===== src/rtl/uvp_pkg.sv =====
`timescale 1ns / 1ps
// ----------------------------------------------------------------------------
// uvp_pkg
// Shared types, event codes and the DEC special-graphics table for the
// terminal byte parser.
// ----------------------------------------------------------------------------
package uvp_pkg;

  localparam int PARAM_MAX_DEFAULT        = 16;
  localparam int ESC_BUFFER_BYTES_DEFAULT = 64;
  localparam int PARAM_MAX_HIGH           = 32;
  localparam int TOTAL_W                  = $clog2(PARAM_MAX_HIGH + 1);
  localparam int ADDR_W                   = $clog2(PARAM_MAX_HIGH);
  localparam int QUEUE_DEPTH              = 4;

  localparam logic [3:0] KIND_PRINT    = 4'd0;
  localparam logic [3:0] KIND_CR       = 4'd1;
  localparam logic [3:0] KIND_LF       = 4'd2;
  localparam logic [3:0] KIND_BS       = 4'd3;
  localparam logic [3:0] KIND_TAB      = 4'd4;
  localparam logic [3:0] KIND_REVINDEX = 4'd5;
  localparam logic [3:0] KIND_SAVE     = 4'd6;
  localparam logic [3:0] KIND_RESTORE  = 4'd7;
  localparam logic [3:0] KIND_RESET    = 4'd8;
  localparam logic [3:0] KIND_PARAM    = 4'd9;
  localparam logic [3:0] KIND_DISPATCH = 4'd10;

  // one request from the front to the back
  typedef struct packed {
    logic [3:0]         kind;
    logic [20:0]        code_point;
    logic [TOTAL_W-1:0] total;
    logic               private_mark;
  } cmd_t;

  typedef struct packed {
    logic              en;
    logic [ADDR_W-1:0] addr;
    logic [15:0]       data;
  } store_wr_t;

  function automatic logic [20:0] dec_graphics(input logic [4:0] idx);
    logic [20:0] r;
    case (idx)
      5'd0:  r = 21'h25C6;
      5'd1:  r = 21'h2592;
      5'd2:  r = 21'h2409;
      5'd3:  r = 21'h240C;
      5'd4:  r = 21'h240D;
      5'd5:  r = 21'h240A;
      5'd6:  r = 21'h00B0;
      5'd7:  r = 21'h00B1;
      5'd8:  r = 21'h2424;
      5'd9:  r = 21'h240B;
      5'd10: r = 21'h2518;
      5'd11: r = 21'h2510;
      5'd12: r = 21'h250C;
      5'd13: r = 21'h2514;
      5'd14: r = 21'h253C;
      5'd15: r = 21'h23BA;
      5'd16: r = 21'h23BB;
      5'd17: r = 21'h2500;
      5'd18: r = 21'h23BC;
      5'd19: r = 21'h23BD;
      5'd20: r = 21'h251C;
      5'd21: r = 21'h2524;
      5'd22: r = 21'h2534;
      5'd23: r = 21'h252C;
      5'd24: r = 21'h2502;
      5'd25: r = 21'h2264;
      5'd26: r = 21'h2265;
      5'd27: r = 21'h03C0;
      5'd28: r = 21'h2260;
      5'd29: r = 21'h00A3;
      5'd30: r = 21'h00B7;
      default: r = 21'h0;
    endcase
    return r;
  endfunction

endpackage


===== src/rtl/uvp_front.sv =====
`timescale 1ns / 1ps
// ----------------------------------------------------------------------------
// uvp_front
// UTF-8 decoder and escape state machine. Takes one byte per request and
// pushes at most one event request into the queue.
// ----------------------------------------------------------------------------
module uvp_front #(
  parameter int PARAM_MAX        = uvp_pkg::PARAM_MAX_DEFAULT,
  parameter int ESC_BUFFER_BYTES = uvp_pkg::ESC_BUFFER_BYTES_DEFAULT
) (
  input  logic               clk,
  input  logic               rst,
  input  logic               data_valid,
  output logic               data_stall,
  input  logic [7:0]         data_byte,
  input  logic               queue_full,
  input  logic               dispatch_busy,
  output logic               push,
  output uvp_pkg::cmd_t      cmd,
  output uvp_pkg::store_wr_t store_wr
);

  localparam int TW = $clog2(PARAM_MAX + 1);
  localparam int CW = $clog2(ESC_BUFFER_BYTES);
  localparam logic [TW-1:0] PMAX  = TW'(PARAM_MAX);
  localparam logic [CW-1:0] LIMIT = CW'(ESC_BUFFER_BYTES - 1);

  localparam logic [2:0] ST_TEXT    = 3'd0;
  localparam logic [2:0] ST_ESCAPE  = 3'd1;
  localparam logic [2:0] ST_CHARSET = 3'd2;
  localparam logic [2:0] ST_CSI     = 3'd3;
  localparam logic [2:0] ST_OSC     = 3'd4;

  localparam logic [20:0] CH_BEL       = 21'h07;
  localparam logic [20:0] CH_BS        = 21'h08;
  localparam logic [20:0] CH_TAB       = 21'h09;
  localparam logic [20:0] CH_LF        = 21'h0A;
  localparam logic [20:0] CH_VT        = 21'h0B;
  localparam logic [20:0] CH_FF        = 21'h0C;
  localparam logic [20:0] CH_CR        = 21'h0D;
  localparam logic [20:0] CH_ESC       = 21'h1B;
  localparam logic [20:0] CH_SPACE     = 21'h20;
  localparam logic [20:0] CH_G0        = 21'h28;
  localparam logic [20:0] CH_G1        = 21'h29;
  localparam logic [20:0] CH_ZERO      = 21'h30;
  localparam logic [20:0] CH_SAVE      = 21'h37;
  localparam logic [20:0] CH_RESTORE   = 21'h38;
  localparam logic [20:0] CH_NINE      = 21'h39;
  localparam logic [20:0] CH_SEMI      = 21'h3B;
  localparam logic [20:0] CH_QUERY     = 21'h3F;
  localparam logic [20:0] CH_FINAL_LO  = 21'h40;
  localparam logic [20:0] CH_REVINDEX  = 21'h4D;
  localparam logic [20:0] CH_CSI_OPEN  = 21'h5B;
  localparam logic [20:0] CH_BACKSLASH = 21'h5C;
  localparam logic [20:0] CH_OSC_OPEN  = 21'h5D;
  localparam logic [20:0] CH_GFX_LO    = 21'h60;
  localparam logic [20:0] CH_RIS       = 21'h63;
  localparam logic [20:0] CH_FINAL_HI  = 21'h7E;

  logic [20:0]   utf8_accum, utf8_accum_next;
  logic [1:0]    utf8_remaining, utf8_remaining_next;
  logic [2:0]    parse_state, parse_state_next;
  logic          osc_escape_seen, osc_escape_seen_next;
  logic          graphics_charset, graphics_charset_next;
  logic [CW-1:0] stored_byte_count, stored_byte_count_next;
  logic [TW-1:0] param_total, param_total_next;
  logic [15:0]   digit_accum, digit_accum_next;
  logic          digit_seen, digit_seen_next;
  logic          private_flag, private_flag_next;

  logic          accept;
  logic          char_ready;
  logic [20:0]   ch;
  logic [19:0]   prod;
  logic [TW-1:0] total_closed;

  assign data_stall = queue_full || (parse_state == ST_CSI && dispatch_busy);
  assign accept     = data_valid && !data_stall;
  assign prod       = 20'(digit_accum) * 20'd10 + 20'(ch[3:0]);
  assign total_closed = (param_total < PMAX) ? param_total + TW'(1) : param_total;

  always_comb begin
    utf8_accum_next        = utf8_accum;
    utf8_remaining_next    = utf8_remaining;
    parse_state_next       = parse_state;
    osc_escape_seen_next   = osc_escape_seen;
    graphics_charset_next  = graphics_charset;
    stored_byte_count_next = stored_byte_count;
    param_total_next       = param_total;
    digit_accum_next       = digit_accum;
    digit_seen_next        = digit_seen;
    private_flag_next      = private_flag;
    push                   = 1'b0;
    cmd                    = '0;
    store_wr               = '0;
    store_wr.addr          = uvp_pkg::ADDR_W'(param_total);
    store_wr.data          = digit_accum;
    char_ready             = 1'b0;
    ch                     = 21'(data_byte);

    if (utf8_remaining != 2'd0 && data_byte[7:6] == 2'b10) begin
      utf8_accum_next     = {utf8_accum[14:0], data_byte[5:0]};
      utf8_remaining_next = utf8_remaining - 2'd1;
      char_ready          = (utf8_remaining == 2'd1);
      ch                  = utf8_accum_next;
    end else if (data_byte >= 8'hC0) begin
      if (data_byte < 8'hE0) begin
        utf8_accum_next     = 21'(data_byte & 8'h1F);
        utf8_remaining_next = 2'd1;
      end else if (data_byte < 8'hF0) begin
        utf8_accum_next     = 21'(data_byte & 8'h0F);
        utf8_remaining_next = 2'd2;
      end else begin
        utf8_accum_next     = 21'(data_byte & 8'h07);
        utf8_remaining_next = 2'd3;
      end
    end else begin
      utf8_accum_next     = 21'(data_byte);
      utf8_remaining_next = 2'd0;
      char_ready          = 1'b1;
    end

    if (char_ready) begin
      case (parse_state)
        ST_ESCAPE: begin
          parse_state_next = ST_TEXT;
          if (ch == CH_CSI_OPEN) begin
            parse_state_next       = ST_CSI;
            stored_byte_count_next = '0;
            param_total_next       = '0;
            digit_accum_next       = '0;
            digit_seen_next        = 1'b0;
            private_flag_next      = 1'b0;
          end else if (ch inside {CH_G0, CH_G1}) begin
            parse_state_next = ST_CHARSET;
          end else if (ch == CH_OSC_OPEN) begin
            parse_state_next     = ST_OSC;
            osc_escape_seen_next = 1'b0;
          end else if (ch == CH_REVINDEX) begin
            push     = 1'b1;
            cmd.kind = uvp_pkg::KIND_REVINDEX;
          end else if (ch == CH_SAVE) begin
            push     = 1'b1;
            cmd.kind = uvp_pkg::KIND_SAVE;
          end else if (ch == CH_RESTORE) begin
            push     = 1'b1;
            cmd.kind = uvp_pkg::KIND_RESTORE;
          end else if (ch == CH_RIS) begin
            graphics_charset_next = 1'b0;
            push                  = 1'b1;
            cmd.kind              = uvp_pkg::KIND_RESET;
          end
        end
        ST_CHARSET: begin
          graphics_charset_next = (ch == CH_ZERO);
          parse_state_next      = ST_TEXT;
        end
        ST_CSI: begin
          if (ch == CH_QUERY) begin
            private_flag_next = 1'b1;
          end else if (ch inside {[CH_FINAL_LO:CH_FINAL_HI]}) begin
            push             = 1'b1;
            cmd.kind         = uvp_pkg::KIND_DISPATCH;
            cmd.code_point   = ch;
            cmd.private_mark = private_flag;
            cmd.total        = uvp_pkg::TOTAL_W'(param_total);
            if (digit_seen) begin
              store_wr.en      = (param_total < PMAX);
              param_total_next = total_closed;
              cmd.total        = uvp_pkg::TOTAL_W'(total_closed);
              digit_accum_next = '0;
              digit_seen_next  = 1'b0;
            end
            parse_state_next = ST_TEXT;
          end else if (stored_byte_count < LIMIT) begin
            stored_byte_count_next = stored_byte_count + CW'(1);
            if (ch inside {[CH_ZERO:CH_NINE]}) begin
              digit_accum_next = (prod > 20'hFFFF) ? 16'hFFFF : prod[15:0];
              digit_seen_next  = 1'b1;
            end else if (ch == CH_SEMI) begin
              store_wr.en      = (param_total < PMAX);
              param_total_next = total_closed;
              digit_accum_next = '0;
              digit_seen_next  = 1'b0;
            end
          end
        end
        ST_OSC: begin
          if (ch == CH_BEL || (ch == CH_BACKSLASH && osc_escape_seen)) begin
            parse_state_next     = ST_TEXT;
            osc_escape_seen_next = 1'b0;
          end else begin
            osc_escape_seen_next = (ch == CH_ESC);
          end
        end
        default: begin
          parse_state_next = ST_TEXT;
          if (ch == CH_ESC) begin
            parse_state_next       = ST_ESCAPE;
            stored_byte_count_next = '0;
          end else if (ch == CH_CR) begin
            push     = 1'b1;
            cmd.kind = uvp_pkg::KIND_CR;
          end else if (ch inside {CH_LF, CH_VT, CH_FF}) begin
            push     = 1'b1;
            cmd.kind = uvp_pkg::KIND_LF;
          end else if (ch == CH_BS) begin
            push     = 1'b1;
            cmd.kind = uvp_pkg::KIND_BS;
          end else if (ch == CH_TAB) begin
            push     = 1'b1;
            cmd.kind = uvp_pkg::KIND_TAB;
          end else if (ch >= CH_SPACE) begin
            push     = 1'b1;
            cmd.kind = uvp_pkg::KIND_PRINT;
            if (graphics_charset && (ch inside {[CH_GFX_LO:CH_FINAL_HI]})) begin
              cmd.code_point = uvp_pkg::dec_graphics(5'(ch - CH_GFX_LO));
            end else begin
              cmd.code_point = ch;
            end
          end
        end
      endcase
    end

    if (!accept) begin
      push        = 1'b0;
      store_wr.en = 1'b0;
    end
  end

  always_ff @(posedge clk) begin
    if (rst) begin
      utf8_accum        <= '0;
      utf8_remaining    <= '0;
      parse_state       <= ST_TEXT;
      osc_escape_seen   <= 1'b0;
      graphics_charset  <= 1'b0;
      stored_byte_count <= '0;
      param_total       <= '0;
      digit_accum       <= '0;
      digit_seen        <= 1'b0;
      private_flag      <= 1'b0;
    end else if (accept) begin
      utf8_accum        <= utf8_accum_next;
      utf8_remaining    <= utf8_remaining_next;
      parse_state       <= parse_state_next;
      osc_escape_seen   <= osc_escape_seen_next;
      graphics_charset  <= graphics_charset_next;
      stored_byte_count <= stored_byte_count_next;
      param_total       <= param_total_next;
      digit_accum       <= digit_accum_next;
      digit_seen        <= digit_seen_next;
      private_flag      <= private_flag_next;
    end
  end

endmodule


===== src/rtl/uvp_queue.sv =====
`timescale 1ns / 1ps
// ----------------------------------------------------------------------------
// uvp_queue
// Short request queue between front and back; flags a pending dispatch so
// the front holds off parameter store writes.
// ----------------------------------------------------------------------------
module uvp_queue (
  input  logic          clk,
  input  logic          rst,
  input  logic          push,
  input  uvp_pkg::cmd_t push_cmd,
  input  logic          pop,
  output logic          head_valid,
  output uvp_pkg::cmd_t head,
  output logic          full,
  output logic          dispatch_busy
);

  localparam int DEPTH = uvp_pkg::QUEUE_DEPTH;
  localparam int PW    = $clog2(DEPTH);

  uvp_pkg::cmd_t entries [DEPTH];
  logic [PW-1:0] rd_ptr, wr_ptr;
  logic [PW:0]   count;

  assign head_valid = (count != '0);
  assign head       = entries[rd_ptr];
  assign full       = (count == (PW+1)'(DEPTH));

  always_comb begin
    logic [PW-1:0] off;
    dispatch_busy = 1'b0;
    for (int i = 0; i < DEPTH; i++) begin
      off = PW'(i) - rd_ptr;
      if ((PW+1)'(off) < count && entries[i].kind == uvp_pkg::KIND_DISPATCH) begin
        dispatch_busy = 1'b1;
      end
    end
  end

  always_ff @(posedge clk) begin
    if (push) begin
      entries[wr_ptr] <= push_cmd;
    end
  end

  always_ff @(posedge clk) begin
    if (rst) begin
      rd_ptr <= '0;
      wr_ptr <= '0;
      count  <= '0;
    end else begin
      if (push) begin
        wr_ptr <= wr_ptr + PW'(1);
      end
      if (pop) begin
        rd_ptr <= rd_ptr + PW'(1);
      end
      if (push && !pop) begin
        count <= count + (PW+1)'(1);
      end else if (pop && !push) begin
        count <= count - (PW+1)'(1);
      end
    end
  end

endmodule


===== src/rtl/uvp_back.sv =====
`timescale 1ns / 1ps
// ----------------------------------------------------------------------------
// uvp_back
// Holds the CSI parameter store and turns each queued request into result
// items, one per unstalled cycle, through the output register.
// ----------------------------------------------------------------------------
module uvp_back #(
  parameter int PARAM_MAX = uvp_pkg::PARAM_MAX_DEFAULT
) (
  input  logic               clk,
  input  logic               rst,
  input  uvp_pkg::store_wr_t store_wr,
  input  logic               head_valid,
  input  uvp_pkg::cmd_t      head,
  output logic               pop,
  output logic               result_valid,
  input  logic               result_stall,
  output logic [3:0]         kind,
  output logic [20:0]        code_point,
  output logic [15:0]        param_value,
  output logic [3:0]         param_index,
  output logic [4:0]         param_count,
  output logic               private_mark,
  output logic               last_of_run
);

  localparam int TW    = $clog2(PARAM_MAX + 1);
  localparam int IDX_W = (PARAM_MAX > 1) ? $clog2(PARAM_MAX) : 1;

  logic [15:0]   param_store [PARAM_MAX];
  logic [TW-1:0] idx;
  logic          load;
  logic          in_params;

  assign load      = head_valid && (!result_valid || !result_stall);
  assign in_params = (head.kind == uvp_pkg::KIND_DISPATCH) && (TW'(head.total) > idx);
  assign pop       = load && !in_params;

  always_ff @(posedge clk) begin
    if (store_wr.en) begin
      param_store[store_wr.addr[IDX_W-1:0]] <= store_wr.data;
    end
  end

  always_ff @(posedge clk) begin
    if (rst) begin
      result_valid <= 1'b0;
      idx          <= '0;
    end else begin
      if (!result_valid || !result_stall) begin
        result_valid <= head_valid;
      end
      if (load) begin
        idx <= in_params ? idx + TW'(1) : '0;
      end
    end
  end

  always_ff @(posedge clk) begin
    if (load) begin
      param_count  <= head.total[4:0];
      private_mark <= head.private_mark;
      if (in_params) begin
        kind        <= uvp_pkg::KIND_PARAM;
        code_point  <= '0;
        param_value <= param_store[idx[IDX_W-1:0]];
        param_index <= 4'(idx);
        last_of_run <= 1'b0;
      end else begin
        kind        <= head.kind;
        code_point  <= head.code_point;
        param_value <= '0;
        param_index <= '0;
        last_of_run <= 1'b1;
      end
    end
  end

endmodule


===== src/rtl/utf8_vt100_escape_parser.sv =====
`timescale 1ns / 1ps
// ----------------------------------------------------------------------------
// utf8_vt100_escape_parser
// Terminal byte parser: UTF-8 decode, VT100 escape state machine and CSI
// parameter expansion.
// ----------------------------------------------------------------------------
// Takes one byte per cycle while data_stall is low and gives at most one
// result per cycle. A byte that decodes to a print or control event goes
// through a queue entry and then the result register. A CSI final byte
// expands into one parameter result per stored parameter and then the
// dispatch result, one per cycle while result_stall is low. While such a
// dispatch is still queued or expanding, bytes inside a following CSI
// sequence are held off, since the back end reads the shared parameter
// store; bytes outside a CSI flow on through a four-entry queue.
module utf8_vt100_escape_parser #(
  parameter int PARAM_MAX        = uvp_pkg::PARAM_MAX_DEFAULT,
  parameter int ESC_BUFFER_BYTES = uvp_pkg::ESC_BUFFER_BYTES_DEFAULT
) (
  input  logic        clk,
  input  logic        rst,
  input  logic        data_valid,
  output logic        data_stall,
  input  logic [7:0]  data_byte,
  output logic        result_valid,
  input  logic        result_stall,
  output logic [3:0]  kind,
  output logic [20:0] code_point,
  output logic [15:0] param_value,
  output logic [3:0]  param_index,
  output logic [4:0]  param_count,
  output logic        private_mark,
  output logic        last_of_run
);

  logic               push;
  uvp_pkg::cmd_t      push_cmd;
  uvp_pkg::store_wr_t store_wr;
  logic               pop;
  logic               head_valid;
  uvp_pkg::cmd_t      head;
  logic               full;
  logic               dispatch_busy;

  uvp_front #(
    .PARAM_MAX        (PARAM_MAX),
    .ESC_BUFFER_BYTES (ESC_BUFFER_BYTES)
  ) u_front (
    .clk           (clk),
    .rst           (rst),
    .data_valid    (data_valid),
    .data_stall    (data_stall),
    .data_byte     (data_byte),
    .queue_full    (full),
    .dispatch_busy (dispatch_busy),
    .push          (push),
    .cmd           (push_cmd),
    .store_wr      (store_wr)
  );

  uvp_queue u_queue (
    .clk           (clk),
    .rst           (rst),
    .push          (push),
    .push_cmd      (push_cmd),
    .pop           (pop),
    .head_valid    (head_valid),
    .head          (head),
    .full          (full),
    .dispatch_busy (dispatch_busy)
  );

  uvp_back #(
    .PARAM_MAX (PARAM_MAX)
  ) u_back (
    .clk          (clk),
    .rst          (rst),
    .store_wr     (store_wr),
    .head_valid   (head_valid),
    .head         (head),
    .pop          (pop),
    .result_valid (result_valid),
    .result_stall (result_stall),
    .kind         (kind),
    .code_point   (code_point),
    .param_value  (param_value),
    .param_index  (param_index),
    .param_count  (param_count),
    .private_mark (private_mark),
    .last_of_run  (last_of_run)
  );

endmodule


===== config.mk =====
export PLATFORM = sky130hd
export DESIGN_NAME = utf8_vt100_escape_parser
export DESIGN_NICKNAME = d
export VERILOG_FILES = /design/src/rtl/uvp_pkg.sv /design/src/rtl/uvp_front.sv /design/src/rtl/uvp_queue.sv /design/src/rtl/uvp_back.sv /design/src/rtl/utf8_vt100_escape_parser.sv
export SDC_FILE = /design/constraint.sdc
export NUM_CORES = 1
export LEC_CHECK = 0
export BUFFER_PORTS_ARGS = -buffer_cell sky130_fd_sc_hd__buf_4
export CAP_MARGIN = 10
export CORE_MARGIN = 2
export CORE_UTILIZATION = 60
export DETAILED_ROUTE_END_ITERATION = 10
export GPL_TIMING_DRIVEN = 0
export PLACE_DENSITY = 0.75
export SLEW_MARGIN = 10
export SYNTH_ARGS = -nofsm -noshare
export SYNTH_HDL_FRONTEND = slang
export SYNTH_HIERARCHICAL = 1
export SYNTH_SLANG_ARGS = --single-unit

===== constraint.sdc =====
create_clock -name clk -period 5.8 [get_ports clk]
set_input_delay 0.29 -clock clk [delete_from_list [all_inputs] [get_ports clk]]
set_output_delay 0.29 -clock clk [all_outputs]
set_load 0.02 [all_outputs]

# After elaboration in Yosys (flattened, before gate mapping)
# Memories as Yosys holds them, arrays and structs flattened. A register that Yosys moved wholly into a read port is not among the register bits.
# Index checks and enable logic that the tools add are counted.
[totals]
regBits = 100
mem_bits_rw = 384
romBits = 384
inputBits = 12
output_inout_bits = 54
word_cells = 286
memories = 3
[memory_table]
columns = ["name", "depth", "width", "rd", "rd_ports_with_merged_regs", "wr", "line_no", "text"]
rows = [
  ["(name not given)", 32, 12, 1, 0, 0, "uvp_pkg.sv:44", "case (idx)"],
  ["u_back.param_store", 16, 16, 1, 1, 1, "uvp_back.sv:30", "logic [15:0] param_store [PARAM_MAX];"],
  ["u_queue.entries", 4, 32, 5, 1, 1, "uvp_queue.sv:22", "uvp_pkg::cmd_t entries [DEPTH];"],
]
[op_classes]
addsub = 14
mul = 1
n_lt_le_gt_ge = 17
n_eq_ne = 52
n_mux = 131
bitwise_logic = 1
n_reduce_logical = 46
[op_table]
columns = ["operator", "n"]
rows = [
  ["21-bit by 6-bit == test with 1-bit output (second input constant)", 7],
  ["21-bit 2-to-1 mux", 7],
  ["16-bit 2-to-1 mux", 8],
  ["21-bit by 4-bit == test with 1-bit output (second input constant)", 6],
  ["21-bit by 7-bit == test with 1-bit output (second input constant)", 5],
  ["32-bit 2-to-1 mux", 3],
  ["1-bit 2-to-1 mux", 57],
  ["5-bit 2-to-1 mux", 11],
  ["4-bit 2-to-1 mux", 12],
  ["21-bit by 6-bit >= comparator with 1-bit output (second input constant)", 2],
  ["21-bit by 7-bit >= comparator with 1-bit output (second input constant)", 2],
  ["21-bit one-hot mux with 2 select lines", 1],
  ["16-bit one-hot mux with 2 select lines", 1],
  ["15-bit 2-to-1 mux", 2],
  ["6-bit 2-to-1 mux", 5],
  ["25-bit 2-to-1 mux", 1],
  ["3-bit 2-to-1 mux", 8],
  ["2-bit inequality test (second input constant)", 11],
  ["21-bit by 3-bit == test with 1-bit output (second input constant)", 1],
  ["21-bit by 5-bit == test with 1-bit output (second input constant)", 1],
  ["21-bit by 6-bit less-or-equal comparator with 1-bit output (second input constant)", 1],
  ["21-bit by 7-bit less-or-equal comparator with 1-bit output (second input constant)", 1],
  ["20-bit by 4-bit adder with 20-bit output", 1],
  ["4-bit == test (second input constant)", 5],
  ["48 further kinds", 103],
]

# Logic depth before layout (Yosys ltp)
[logic_depth]
word_depth = 18
mapped_depth = 17
mapped_depth_nobuf = 16

# By module
# Netlist, hierarchy kept.
[by_module_without_submodules]
columns = ["mod", "instances", "cells_each", "area_per_inst_um2"]
rows = [
  ["uvp_back", 1, 554, 11966.5],
  ["uvp_queue", 1, 236, 5290.1],
  ["uvp_front", 1, 718, 5152.4],
]

# Least setup slack after synthesis
# Ideal clock, no wire load.
[synth_path]
kind = "flip-flop to flip-flop"
from = "register u_front.utf8_remaining[0]"
to = "memory u_back.param_store[0][0], enable pin"
arrival_ns = 3.734
slack_ns = 1.657
path_stages_with_launch = 11
n_path_buf = 0
period_less_slack_ns = 4.143
cell_sequence = "dfxtp_1 inv_1 ha_1 or4_4 a211oi_4 nand4_2 nor2_1 a32oi_1 nor2_1 or3b_2 nor3_1"
[synth_lines]
columns = ["item", "line_no", "text"]
rows = [
  ["start, declared", "uvp_front.sv:61", "logic [1:0] utf8_remaining, utf8_remaining_next;"],
  ["start signal, assigned", "uvp_front.sv:246", "utf8_remaining <= utf8_remaining_next;"],
  ["end, declared", "uvp_back.sv:30", ""],
]

# Worst setup path in the final report
[layout_path]
from = "register u_front.utf8_remaining[0]"
to = "register u_queue.count[2]"
[layout_between]
elab_chain_len = 17
elab_cells_between_ends = 50
cone_classes = "3 x order compare; 17 x eq/ne; 21 x mux; 9 x reduce/logical"
[layout_rtl]
columns = ["item", "line_no", "text"]
rows = [
  ["parallel branches: the longest is 12 deep, another holds 21-bit by 6-bit >= comparator with 1-bit output", "--", ""],
  ["1-bit 2-to-1 mux *", "uvp_front.sv:123", "if (char_ready) begin"],
  ["1-bit 2-to-1 mux *", "uvp_front.sv:226", "if (!accept) begin"],
  ["named net push", "utf8_vt100_escape_parser.sv:35", "logic push;"],
  ["1-bit zero test", "uvp_queue.sv:61", "end else if (pop && !push) begin"],
  ["1-bit logical AND", "uvp_queue.sv:61", ""],
  ["2-bit nonzero test (no source line)", "--", ""],
  ["end signal, assigned", "uvp_queue.sv:60", "count <= count + (PW+1)'(1);"],
  ["end signal, assigned", "uvp_queue.sv:62", "count <= count - (PW+1)'(1);"],
  ["end, declared", "uvp_queue.sv:24", "logic [PW:0] count;"],
]
# Mark *: on every way through the listed nets, which the timed path passes.
# A chain may end at the register's enable or synchronous reset.

==> impl_results.md <==
- Arrival time worst endpoint: 5.17 ns
- Antenna violations before repair: 0
- Routed WL per cell: 24.1 µm
- Leak: 8.78 nW
- VDD IR max: 0.187 mV
- Nets: 1714
- DR DRC count: 0
- Worst-path fanout max: 10
- Port bufs: 65
- Sinks on the clock net: 498
- Final Hold Fails: 0
- Hold Crit Class: input pin to flop
- GRT Util Overall: 0.271
- Mean post-synth cell area: 14.8 µm²
- Part of the cycle the worst path needs: 0.812
- CP Data Required Time: 6.26 ns
- CP Class: flop to flop
- H-tree Lvls: 2
- Initial core utilization: 0.608
- Io pins: 66
- CTS Buf Count: 46
- Die H: 197 µm
- RSZ-0062 raised after global routing: no
- PD cells: 352 nW/µm²
- Max Cap Viol: 0
- Core area: 36600 µm²
- Full die area: 38600 µm²
- Post-Synthesis Cell Area: 22300 µm²
- Die X-Extent: 197 µm
- Vias in the first global route: 13480
- Syn. warnings: 6
- Total grt overflow: 0
- Tot Pwr: 8.87 mW
- Setup crit end kind: flop
- Startpoint types: flop
- Largest net degree at the start of global routing: 34
- Clock Path Buffers: 3
- Number of diodes: 0
- Layout cell share with drive strength beyond 1: 0.201
- WL final: 51600 µm
- Layout area overhead: 13.2%
- Mapped Nets: 1575
- Fillcell total: 2436
- Clk root buf: clkbuf_16
- Final ANT Viol Nets: 0
- HPWL after DPL: 34300 µm
- Clk_skew: 0.0251 ns
- Clock transition at path regs: 0.06 ns
- Max frequency: 212 MHz
- Routability cong.: 0.895
- CTS tree: done
- First-pass DRT Iterations: 5
- Vias/cell: 6.50
- Outcome: finished, final reports clean
- Final min period: 4.71 ns
- TNS Setup: 0 ns
- Pin slew with the least headroom to its limit: 1.19 ns
- Via count: 13939
- First-pass GRT wire length: 79400 µm
- Worst skew pair latency: 0.56 ns
- Iter 0 DRT Violations: 1539
- # setup viols final: 0
- Site row count: 70
- Worst slew margin: 0.204
- Final Max Slew Viols: 0
- Cells after Synth: 1501
area by class of cell:
class                      count  area (µm²)  share of cell area
sequential                   498       14300               0.567
inverter                      35         131             0.00521
timing repair buffer          91         845              0.0335
multi-input combinational    885        7400               0.294
clock inverter                17         163             0.00645
clock buffer                  66        1300              0.0514
buffer                        83         482              0.0191
tap                          468         586              0.0232
per-layer routing:
| layer | part of all wire | wire (µm) | track usage |
|---|---|---|---|
| met3 | 0.074 | 3820 | 0.0320 |
| met5 | 0 | 0 | 0 |
| met4 | 0.016 | 850 | 0.0596 |
| met1 | 0.43 | 22000 | 0.403 |
| met2 | 0.48 | 24900 | 0.437 |
worst max-delay path, cell delays in order, from the launching register on:
cell and delay, ns:
dfxtp_1 0.35, inv_1 0.07, ha_1 0.28, or4_4 0.49
a211oi_4 0.31, nand4_2 0.35, a21oi_1 0.27, nand2b_1 0.15
o21ai_0 0.09, a31oi_1 0.65, ha_1 0.32, inv_1 0.08
fa_1 0.40, xor2_1 0.18, or3_2 0.45, a21oi_1 0.17
placed cells by master (no fill, tap or decap), types with 9 or more instances in the layout:
cell type,count
a211oi_1,36
o22ai_1,19
xnor2_1,15
buf_8,10
nand3_1,41
and3_1,21
inv_1,30
nand2b_1,12
nand2_1,87
nand4_1,13
mux2i_1,23
a21oi_1,105
buf_12,11
o211ai_1,10
and2_1,28
nor2_1,76
o21ai_0,44
nor2_2,13
mux4_2,93
edfxtp_1,432
clkbuf_1,52
buf_4,76
clkbuf_16,46
xor2_1,18
dfxtp_1,66
nor3_1,25
clkinv_1,9
buf_2,25
ha_1,59
power by group:
| part | total (mW) | leakage [nW] | internal (mW) | switching (mW) |
|---|---|---|---|---|
| Sequential | 4.32 | 4.69 | 4.22 | 0.104 |
| Combinational | 1.64 | 3.37 | 0.685 | 0.955 |
| Clock | 2.92 | 0.716 | 1.68 | 1.23 |
| Total | 8.87 | 8.78 | 6.58 | 2.29 |
state kept, by name, indices dropped and copies added, names as in the netlist, 4 cells and up, named ones only:
register	count
u_back/param_store	256
u_queue/entries	124
u_back/code_point	21
u_back/param_value	16
u_front/digit_accum	16
u_front/utf8_accum	15
u_front/stored_byte_count	6
u_back/idx	5
u_back/param_count	5
u_front/param_total	5
u_back/kind	4
u_back/param_index	4
repair_timing:
action / 4_1_cts / 5_1_grt
buffers inserted: 0 / 0
gates resized for setup: 0 / 0
endpoints found under the hold margin: 5 / 0
hold buffers: 2 / 0
per-stage QoR:
stage | util | std cells | worst slack (ns) | hold WS (ns) | instance area, µm²
final | 0.688 | 2143 | 1.09 | 0.0911 | 25200
after global routing | 0.688 | 2143 | 0.910 | 0.0810 | 25200
after CTS | 0.688 | 2143 | 1.17 | 0.0773 | 25200
after detailed placement | 0.648 | 2058 | 1.33 | 0.457 | 23700
after global placement | 0.637 | 2034 | 0.145 | 0.456 | 23300
after floorplan | - | 1501 | 1.66 | 0.359 | 22300
final timing paths:
check	slack [ns]	depth (start not counted)	endpoint	from
worst max-delay path	1.09	15	u_queue/count[2]	u_front/utf8_remaining[0]
worst min-delay path	0.09	3	u_front/utf8_accum[0]	data_byte[0]
worst max register to register	1.09	15	u_queue/count[2]	u_front/utf8_remaining[0]
worst min register to register	0.48	2	u_front/private_flag	u_front/private_flag
(Power assumes the default switching activity.)
